<file path="src/plstn_pkg.sv">
package plstn_pkg;

	// default grid limits
	localparam int X_PLANES_MAX_DEF = 16;
	localparam int Y_POINTS_MAX_DEF = 16;
	localparam int Z_POINTS_MAX_DEF = 16;

	// fixed field widths
	localparam int VAL_W  = 32;
	localparam int CHG_W  = 48;
	localparam int IDX_W  = 4;
	localparam int GXP_W  = 13;
	localparam int SIZE_W = 5;
	localparam int CFGI_W = 3;
	localparam int SQ_W   = 26;
	localparam int SMAG_W = 34;
	localparam int COEF_W = 58;
	localparam int HALF_W = 29;
	localparam int PP_W   = SMAG_W + HALF_W;

	// configuration register indexes
	localparam logic [CFGI_W-1:0] CFG_DIFFUSIVITY = 3'd0;
	localparam logic [CFGI_W-1:0] CFG_GLOBAL_X    = 3'd1;
	localparam logic [CFGI_W-1:0] CFG_LOCAL_X     = 3'd2;
	localparam logic [CFGI_W-1:0] CFG_Y_POINTS    = 3'd3;
	localparam logic [CFGI_W-1:0] CFG_Z_POINTS    = 3'd4;

	typedef enum logic [1:0] {
		MODE_WRITE = 2'd0,
		MODE_APPLY = 2'd1,
		MODE_READ  = 2'd2,
		MODE_CLEAR = 2'd3
	} mode_t;

	// one axis term is worked out in these steps
	typedef enum logic [2:0] {
		PH_DIFF   = 3'd0,
		PH_COEF   = 3'd1,
		PH_MUL_LO = 3'd2,
		PH_MUL_HI = 3'd3,
		PH_ROUND  = 3'd4,
		PH_ACC    = 3'd5
	} phase_t;

	typedef struct packed {
		logic       latch;
		logic       clr;
		logic       fld_wr;
		logic       fld_rd;
		logic [2:0] rd_sel;
		logic       fld_cap;
		logic [2:0] cap_idx;
		logic       chg_rd;
		logic       acc_load;
		logic       chg_wr_zero;
		logic       chg_wr_acc;
		logic       calc;
		phase_t     phase;
		logic [1:0] axis;
		logic       finish;
	} plstn_cmd_t;

	typedef struct packed {
		logic  err;
		mode_t mode;
		logic  zterm;
		logic  clr_last;
	} plstn_stat_t;

endpackage

</file>
<file path="src/plstn_ctrl.sv">
module plstn_ctrl
	import plstn_pkg::*;
(
	input  logic        clk,
	input  logic        arst_n,
	input  logic        start,
	input  plstn_stat_t stat,
	output plstn_cmd_t  cmd,
	output logic        busy,
	output logic        done
);

	typedef enum logic [2:0] {
		ST_CLEAR,
		ST_IDLE,
		ST_CHECK,
		ST_READ,
		ST_LOAD,
		ST_CALC,
		ST_WRBACK
	} state_t;

	state_t     state_q;
	logic [2:0] cnt_q;
	phase_t     phase_q;
	logic [1:0] axis_q;
	logic       done_q;
	logic       last_axis;

	assign busy = (state_q != ST_IDLE);
	assign done = done_q;
	assign last_axis = (axis_q == 2'd2) || (axis_q == 2'd1 && !stat.zterm);

	always_comb begin
		cmd = '0;
		cmd.phase = phase_q;
		cmd.axis = axis_q;
		unique case (state_q)
			ST_CLEAR: begin
				cmd.clr = 1'b1;
			end
			ST_IDLE: begin
				cmd.latch = start;
			end
			ST_CHECK: begin
				if (stat.err) begin
					cmd.finish = 1'b1;
				end else begin
					unique case (stat.mode)
						MODE_WRITE: begin
							cmd.fld_wr = 1'b1;
							cmd.finish = 1'b1;
						end
						MODE_CLEAR: begin
							cmd.chg_wr_zero = 1'b1;
							cmd.finish = 1'b1;
						end
						MODE_READ: begin
							cmd.chg_rd = 1'b1;
						end
						MODE_APPLY: begin
						end
					endcase
				end
			end
			ST_READ: begin
				cmd.finish = 1'b1;
			end
			ST_LOAD: begin
				cmd.fld_rd = (cnt_q != 3'd7);
				cmd.rd_sel = cnt_q;
				cmd.fld_cap = (cnt_q != 3'd0);
				cmd.cap_idx = cnt_q - 3'd1;
				cmd.chg_rd = (cnt_q == 3'd0);
				cmd.acc_load = (cnt_q == 3'd1);
			end
			ST_CALC: begin
				cmd.calc = 1'b1;
			end
			ST_WRBACK: begin
				cmd.chg_wr_acc = 1'b1;
				cmd.finish = 1'b1;
			end
			default: begin
			end
		endcase
	end

	always_ff @(posedge clk or negedge arst_n) begin
		if (!arst_n) begin
			state_q <= ST_CLEAR;
			cnt_q <= '0;
			phase_q <= PH_DIFF;
			axis_q <= '0;
			done_q <= 1'b0;
		end else begin
			done_q <= cmd.finish;
			unique case (state_q)
				ST_CLEAR: begin
					if (stat.clr_last) begin
						state_q <= ST_IDLE;
					end
				end
				ST_IDLE: begin
					if (start) begin
						state_q <= ST_CHECK;
					end
				end
				ST_CHECK: begin
					if (stat.err || stat.mode == MODE_WRITE || stat.mode == MODE_CLEAR) begin
						state_q <= ST_IDLE;
					end else if (stat.mode == MODE_READ) begin
						state_q <= ST_READ;
					end else begin
						state_q <= ST_LOAD;
						cnt_q <= '0;
					end
				end
				ST_READ: begin
					state_q <= ST_IDLE;
				end
				ST_LOAD: begin
					cnt_q <= cnt_q + 3'd1;
					if (cnt_q == 3'd7) begin
						state_q <= ST_CALC;
						phase_q <= PH_DIFF;
						axis_q <= '0;
					end
				end
				ST_CALC: begin
					if (phase_q == PH_ACC) begin
						phase_q <= PH_DIFF;
						if (last_axis) begin
							state_q <= ST_WRBACK;
						end else begin
							axis_q <= axis_q + 2'd1;
						end
					end else begin
						phase_q <= phase_t'(phase_q + 3'd1);
					end
				end
				ST_WRBACK: begin
					state_q <= ST_IDLE;
				end
				default: begin
					state_q <= ST_IDLE;
				end
			endcase
		end
	end

endmodule

</file>
<file path="config.mk">
export PLATFORM = sky130hd
export DESIGN_NAME = plstn_ctrl
export DESIGN_NICKNAME = d
export VERILOG_FILES = /design/src/plstn_pkg.sv /design/src/plstn_ctrl.sv
export SDC_FILE = /design/constraint.sdc
export NUM_CORES = 1
export LEC_CHECK = 0
export ABC_CLOCK_PERIOD_IN_PS = 2300
export BUFFER_PORTS_ARGS = -buffer_cell sky130_fd_sc_hd__buf_4
export CAP_MARGIN = 20
export CORE_MARGIN = 2
export CORE_UTILIZATION = 51
export CTS_BUF_LIST = sky130_fd_sc_hd__clkbuf_8
export CTS_CLUSTER_DIAMETER = 150
export DETAILED_ROUTE_END_ITERATION = 10
export PLACE_DENSITY = 0.79
export RECOVER_POWER = 25
export SLEW_MARGIN = 20
export SYNTH_ARGS = -nofsm -noshare
export SYNTH_HDL_FRONTEND = slang
export SYNTH_SLANG_ARGS = --single-unit
</file>
<file path="constraint.sdc">
create_clock -name clk -period 2.3 [get_ports clk]
set_clock_uncertainty 0.15 [all_clocks]
set_input_delay 0.115 -clock clk [delete_from_list [all_inputs] [get_ports clk]]
set_output_delay 0.115 -clock clk [all_outputs]
set_load 0.01 [all_outputs]
</file>
==> results of run 1 <==
-- routing by layer --
metal	vias to the layer above	wire, um
li1	416	-
met1	372	793
met2	24	894
met3	2	82
met4	0	17
met5	-	0
-- final cells by class --
type	instances	area (um2)
Inverter	11	41.3
Timing Repair Buffer	32	239
Fill cell	129	504
Clock buffer	4	55.1
Sequential cell	12	300
Multi-Input combinational cell	75	537
Tap cell	25	31.3
-- stage by stage --
step                setup WS [ps]  power (mW)  instance area [um2]  std cells  util (%)
finish                        190        1.27                 1200        159      70.5
global route                  118        1.38                 1200        159      70.5
CTS                           187        1.29                 1210        159      70.7
detailed placement            194        1.05                 1140        154      66.9
global placement              259        1.03                 1140        154      66.9
floorplan                     320       0.841                  908        102         -
-- path summary, 6_finish.rpt --
| kind | slack, ps | depth (start not counted) | to |
|---|---|---|---|
| hold reg to reg | 390 | 1 | axis_q[0] |
| max in group asynchronous | 1310 | 2 | done |
| hold / removal | 50 | 4 | state_q[2] |
| min in group asynchronous | 270 | 2 | phase_q[1] |
| setup reg to reg | 190 | 6 | state_q[0] |
| setup / recovery | 190 | 6 | state_q[0] |
-- cells in the mapped netlist --
master / number
mux2i_1: 2
mux2_2: 2
buf_6: 2
a221oi_1: 1
and3_1: 1
xnor2_1: 1
o21ai_0: 1
a21oi_1: 2
and2_1: 4
a31oi_1: 1
dfrtp_1: 12
o31ai_1: 2
a22oi_1: 1
nor3b_1: 1
ha_1: 10
nand2_1: 6
nor2b_1: 3
nand2b_1: 4
nand3_1: 5
inv_1: 11
or3_1: 1
nand4_1: 1
a22o_1: 2
nor2_1: 13
a311o_1: 1
o311ai_1: 1
nor4b_4: 1
clkbuf_1: 2
a32o_1: 1
nor3_1: 3
o21ai_1: 1
and2b_1: 1
o22ai_1: 1
and4bb_1: 1
-- cells by family (layout without fill, tap and decap cells) --
| kind of cell | after synthesis | in the layout | synth area share, % |
|---|---|---|---|
| adders and majority gates | 10 | 10 | 13.8 |
| xor gates and xnor gates | 1 | 1 | 0.964 |
| and+or+nand+nor | 45 | 45 | 27.5 |
| DFF | 12 | 12 | 33.1 |
| buffers and inverters | 15 | 47 | 7.85 |
| AOI/OAI and AO/OA | 15 | 15 | 12.1 |
| muxes | 4 | 4 | 4.68 |
-- registers in the layout, summed over array words and instances (netlist names) --
register	cells
axis_q	2
cnt_q	3
done	1
phase_q	3
state_q	3
-- worst min-delay path: stages --
cell,delay [ps]
buf_4,100
nor4b_4,50
nand2_1,80
nand2_1,50
-- report_power, final --
group	total, mW	internal, mW	leakage, nW	switching (mW)
combinational	0.610	0.325	0.451	0.286
clock	0.231	0.151	0.0288	0.0793
sequential	0.429	0.292	0.141	0.138
==> impl_metrics.json, run 1 <==
{
  "place.port_buffers": 31,
  "synth.distinct_cells": 34,
  "path_buf_inv": 0,
  "cp_common_cell": "ha_1",
  "status": "finished, final reports clean",
  "die_w_um": 46.2,
  "dieArea_mm2": 0.00213,
  "routedWlPerCell_um": 11.2,
  "ys_ff_latch": 12,
  "met1_usage_pct": 22.2,
  "antenna_found_initial": 0,
  "grt_usage_pct": 18.3,
  "worstPathCellList": "ha_1 > ha_1 > nor2b_1 > a311o_1 > o311ai_1 > mux2_2",
  "drc": 0,
  "gr-usage-met3_pct": 2.35,
  "rsz0062_at_grt": "false",
  "gr-total-overflow": 0,
  "finalCritPeriodShare_pct": 91.7,
  "min_period_ps": 2110,
  "cts_setup_buffers": 0,
  "cts.repair.resized": 0,
  "cts_max_level": 1,
  "layout-drive-gt1-share_pct": 27.6,
  "yosys_warnings": 0,
  "worst_pin_slew_ps": 659,
  "cts_made_buffers": 3,
  "place.gp.congestion": 0.744,
  "grt_pass1_vias": 733,
  "syn2layout_area_growth_pct": 32.5,
  "syn_area_um2": 908,
  "synth_nets": 120,
  "worstSetupStartpointType": "flop",
  "critPathKind": "flop to flop",
  "floorplan.initialDensity_pct": 53.2,
  "postRouteAntennaNets": 0,
  "ys_seq_area_share_pct": 33.1,
  "hold_class": "input port to flop",
  "ir_drop_v": 0.000566,
  "hold_viol": 0,
  "slowest_stage": "dfrtp_1",
  "ctsHoldBuffers": 1,
  "powerDensity_mw_per_mm2": 1060,
  "finalMaxSlewViolations": 0,
  "pin_count": 32,
  "drv_cap": 0,
  "via_count": 814,
  "initialDrtViolationCount": 5,
  "die_h_um": 46.2,
  "final_cell_mix": "buf_4 (30), nor2_1 (13), dfrtp_1 (12)",
  "worst_r2r_startpoint": "cnt_q[0]",
  "crit_family": "compound AO/OA/AOI/OAI gates",
  "grt_util_met2_pct": 30.8,
  "critPathLaunch": "cnt_q[0]",
  "slowest_delay_ps": 430,
  "synth_top_area_share_pct": 33.1,
  "wl_mm": 1.79,
  "antennaDiodeCount": 0,
  "busiest_layer": "met2",
  "finalHoldWorstSlack_ps": 46.9,
  "synth_area_leaders": "dfrtp_1 (33%), ha_1 (14%), nor2_1 (5.4%)",
  "final_common_cell": "buf_4",
  "insertion_delay_ps": 240,
  "grt_pass1_wl_mm": 2.82,
  "setup_viol": 0,
  "core_area_mm2": 0.00171,
  "avgSynthCellArea_um2": 8.91,
  "netlist_instances": 102,
  "total_leakage_power_nw": 0.620,
  "slew_headroom_pct": 56.0,
  "firstDrtPassIters": 4,
  "fmax_mhz": 474,
  "worst-path-max-fanout": 6,
  "placementRows": 15,
  "grt_max_degree": 21,
  "nets": 153,
  "clockBufferDepth": 2,
  "dp_hpwl_mm": 1.42,
  "setup_tns_ps": 0,
  "worstPathRequired_ps": 2270,
  "tritoncts": "yes",
  "vias_per_cell": 5.12,
  "yosysTopAreaCell": "dfrtp_1",
  "min_from": "stat[4]",
  "cts-root-buf": "clkbuf_8",
  "cts.sinks": 12,
  "critPathArrivalTime_ps": 2080,
  "clk_pin_slew_ps": 50,
  "worst_setup_path_end_kind": "flop"
}
No activity file was read; power rests on OpenSTA's default activity.
==> run 2: changes to the inputs <==
--- a/config.mk
+++ b/config.mk
@@ -5,15 +5,15 @@
 export SDC_FILE = /design/constraint.sdc
 export NUM_CORES = 1
 export LEC_CHECK = 0
-export ABC_CLOCK_PERIOD_IN_PS = 2300
+export ABC_CLOCK_PERIOD_IN_PS = 2610
 export BUFFER_PORTS_ARGS = -buffer_cell sky130_fd_sc_hd__buf_4
 export CAP_MARGIN = 20
 export CORE_MARGIN = 2
-export CORE_UTILIZATION = 51
+export CORE_UTILIZATION = 54
 export CTS_BUF_LIST = sky130_fd_sc_hd__clkbuf_8
 export CTS_CLUSTER_DIAMETER = 150
 export DETAILED_ROUTE_END_ITERATION = 10
-export PLACE_DENSITY = 0.79
+export PLACE_DENSITY = 0.84
 export RECOVER_POWER = 25
 export SLEW_MARGIN = 20
 export SYNTH_ARGS = -nofsm -noshare
==> constraint.sdc (replaced) <==
create_clock -name clk -period 2.61 [get_ports clk]
set_clock_uncertainty 0.15 [all_clocks]
set_input_delay 0.1305 -clock clk [delete_from_list [all_inputs] [get_ports clk]]
set_output_delay 0.1305 -clock clk [all_outputs]
set_load 0.01 [all_outputs]
==> run 2 against run 1 <==
Die area shrank 5.1%. Setup slack gained 290 ps. First-iteration DRC count grew to 3.0 times the previous value. Critical endpoint unchanged. Count of clock-buffer cells in the layout shrank 1. Maximum frequency shrank 0.97%. Final area shrank 2.1%.
==> impl_metrics.json, run 2 (synthesis gave the netlist of run 1 again) <==
{
  "ir_drop_v": 0.000653,
  "drc": 0,
  "worstPathCellList": "ha_1 > ha_1 > nor2b_1 > a311o_1 > o311ai_1 > mux2_2",
  "setup_viol": 0,
  "slew_headroom_pct": 57.6,
  "status": "finished, final reports clean",
  "initialDrtViolationCount": 15,
  "cts.repair.resized": 0,
  "clockBufferDepth": 2,
  "finalHoldWorstSlack_ps": 77.8,
  "grt_usage_pct": 21.9,
  "gr-total-overflow": 0,
  "min_period_ps": 2130,
  "worstSetupStartpointType": "flop",
  "worst_setup_path_end_kind": "flop",
  "antenna_found_initial": 0,
  "die_w_um": 45.0,
  "slowest_delay_ps": 430,
  "layout-drive-gt1-share_pct": 27.1,
  "critPathKind": "flop to flop",
  "place.gp.congestion": 0.794,
  "drv_cap": 0,
  "die_h_um": 45.0,
  "slowest_stage": "dfrtp_1",
  "wl_mm": 1.94,
  "via_count": 842,
  "vias_per_cell": 5.65,
  "rsz0062_at_grt": "false",
  "fin_area_mm2": 0.00118,
  "finalMaxSlewViolations": 0,
  "path_buf_inv": 0,
  "floorplan.initialDensity_pct": 58.9,
  "fmax_mhz": 469,
  "tritoncts": "yes",
  "hold_class": "input port to flop",
  "cp_common_cell": "ha_1",
  "routedWlPerCell_um": 13.0,
  "clk_pin_slew_ps": 50,
  "grt_pass1_wl_mm": 3.14,
  "dp_hpwl_mm": 1.51,
  "register_area_um2": 300,
  "place.port_buffers": 31,
  "worstPathRequired_ps": 2590,
  "antennaDiodeCount": 0,
  "worst-path-max-fanout": 6,
  "finalCritPeriodShare_pct": 81.6,
  "crit_family": "compound AO/OA/AOI/OAI gates",
  "n_fill_cell": 123,
  "firstDrtPassIters": 4,
  "postRouteAntennaNets": 0,
  "nets": 153,
  "cts-root-buf": "clkbuf_8",
  "cts.sinks": 12,
  "dpl_cell_area_mm2": 0.00113,
  "final_cell_mix": "buf_4 (30), nor2_1 (13), dfrtp_1 (12)",
  "pin_count": 32,
  "dieArea_mm2": 0.00203,
  "top_regs": "cnt_q: 3 flops, phase_q: 3 flops, state_q: 3 flops",
  "syn2layout_area_growth_pct": 29.8,
  "total_leakage_power_nw": 0.613,
  "worst_pin_slew_ps": 636,
  "multi_input_area_um2": 537,
  "cts_max_level": 1,
  "grt_pass1_vias": 741,
  "setup_tns_ps": 0,
  "placementRows": 14,
  "insertion_delay_ps": 240,
  "powerDensity_mw_per_mm2": 925,
  "critPathArrivalTime_ps": 2110,
  "final_common_cell": "buf_4",
  "core_area_mm2": 0.00154,
  "cts_made_buffers": 3,
  "hold_viol": 0,
  "grt_max_degree": 21
}
==> run 2: cell types whose count changed in the layout (fill, tap and decap cells not counted) <==
cell	delta
clkbuf_8	-1
==> run 2: where the power goes <==
| part | switching, mW | internal, mW |
|---|---|---|
| Sequential | 0.126 | 0.257 |
| Combinational | 0.254 | 0.286 |
| Clock | 0.0665 | 0.102 |
| Total | 0.446 | 0.644 |
==> run 2: through the flow <==
step / utilization (%) / setup slack (ps) / instances / total power, mW
final: 76.5 / 479 / 149 / 1.09
after global routing: 76.5 / 392 / 149 / 1.18
after CTS: 76.7 / 483 / 149 / 1.10
after detailed placement: 73.4 / 495 / 145 / 0.923
after global placement: 73.4 / 556 / 145 / 0.907
after floorplan: - / 630 / 102 / 0.741
==> run 2: area by class of cell <==
cell class                      count  area share [%]
Clock buffer                        3            3.50
Tap cell                           16            1.70
Inverter                           11            3.50
Timing Repair Buffer               32            20.3
Sequential cell                    12            25.5
Multi-Input combinational cell     75            45.5
==> run 2: worst paths after layout <==
| kind | from | slack [ps] | cells past startpoint | end |
|---|---|---|---|---|
| max in group asynchronous | arst_n | 1630 | 2 | phase_q[0] |
| worst max register to register | cnt_q[0] | 480 | 6 | state_q[0] |
| worst max-delay path | cnt_q[0] | 480 | 6 | state_q[0] |
| min in group asynchronous | arst_n | 270 | 2 | cnt_q[0] |
| worst min-delay path | stat[4] | 80 | 4 | state_q[2] |
| worst min register to register | axis_q[0] | 380 | 1 | axis_q[0] |
==> run 2: metal layers <==
layer	global-route usage [%]	share of wire [%]	vias to the layer above
li1	-	-	414
met4	10.6	0.98	0
met3	6.00	4.2	3
met1	27.4	44	399
met2	34.6	51	26
met5	0	0	-
==> run 2: repair_timing <==
item	CTS	global route
endpoints found under the hold margin	12	0
buffers inserted	0	0
hold buffers	1	0
==> run 2: worst register-to-register path, cell delays in order (launching register included) <==
cell      delay (ps)
dfrtp_1          430
ha_1             230
ha_1             220
nor2b_1          140
a311o_1          340
o311ai_1         120
mux2_2           380
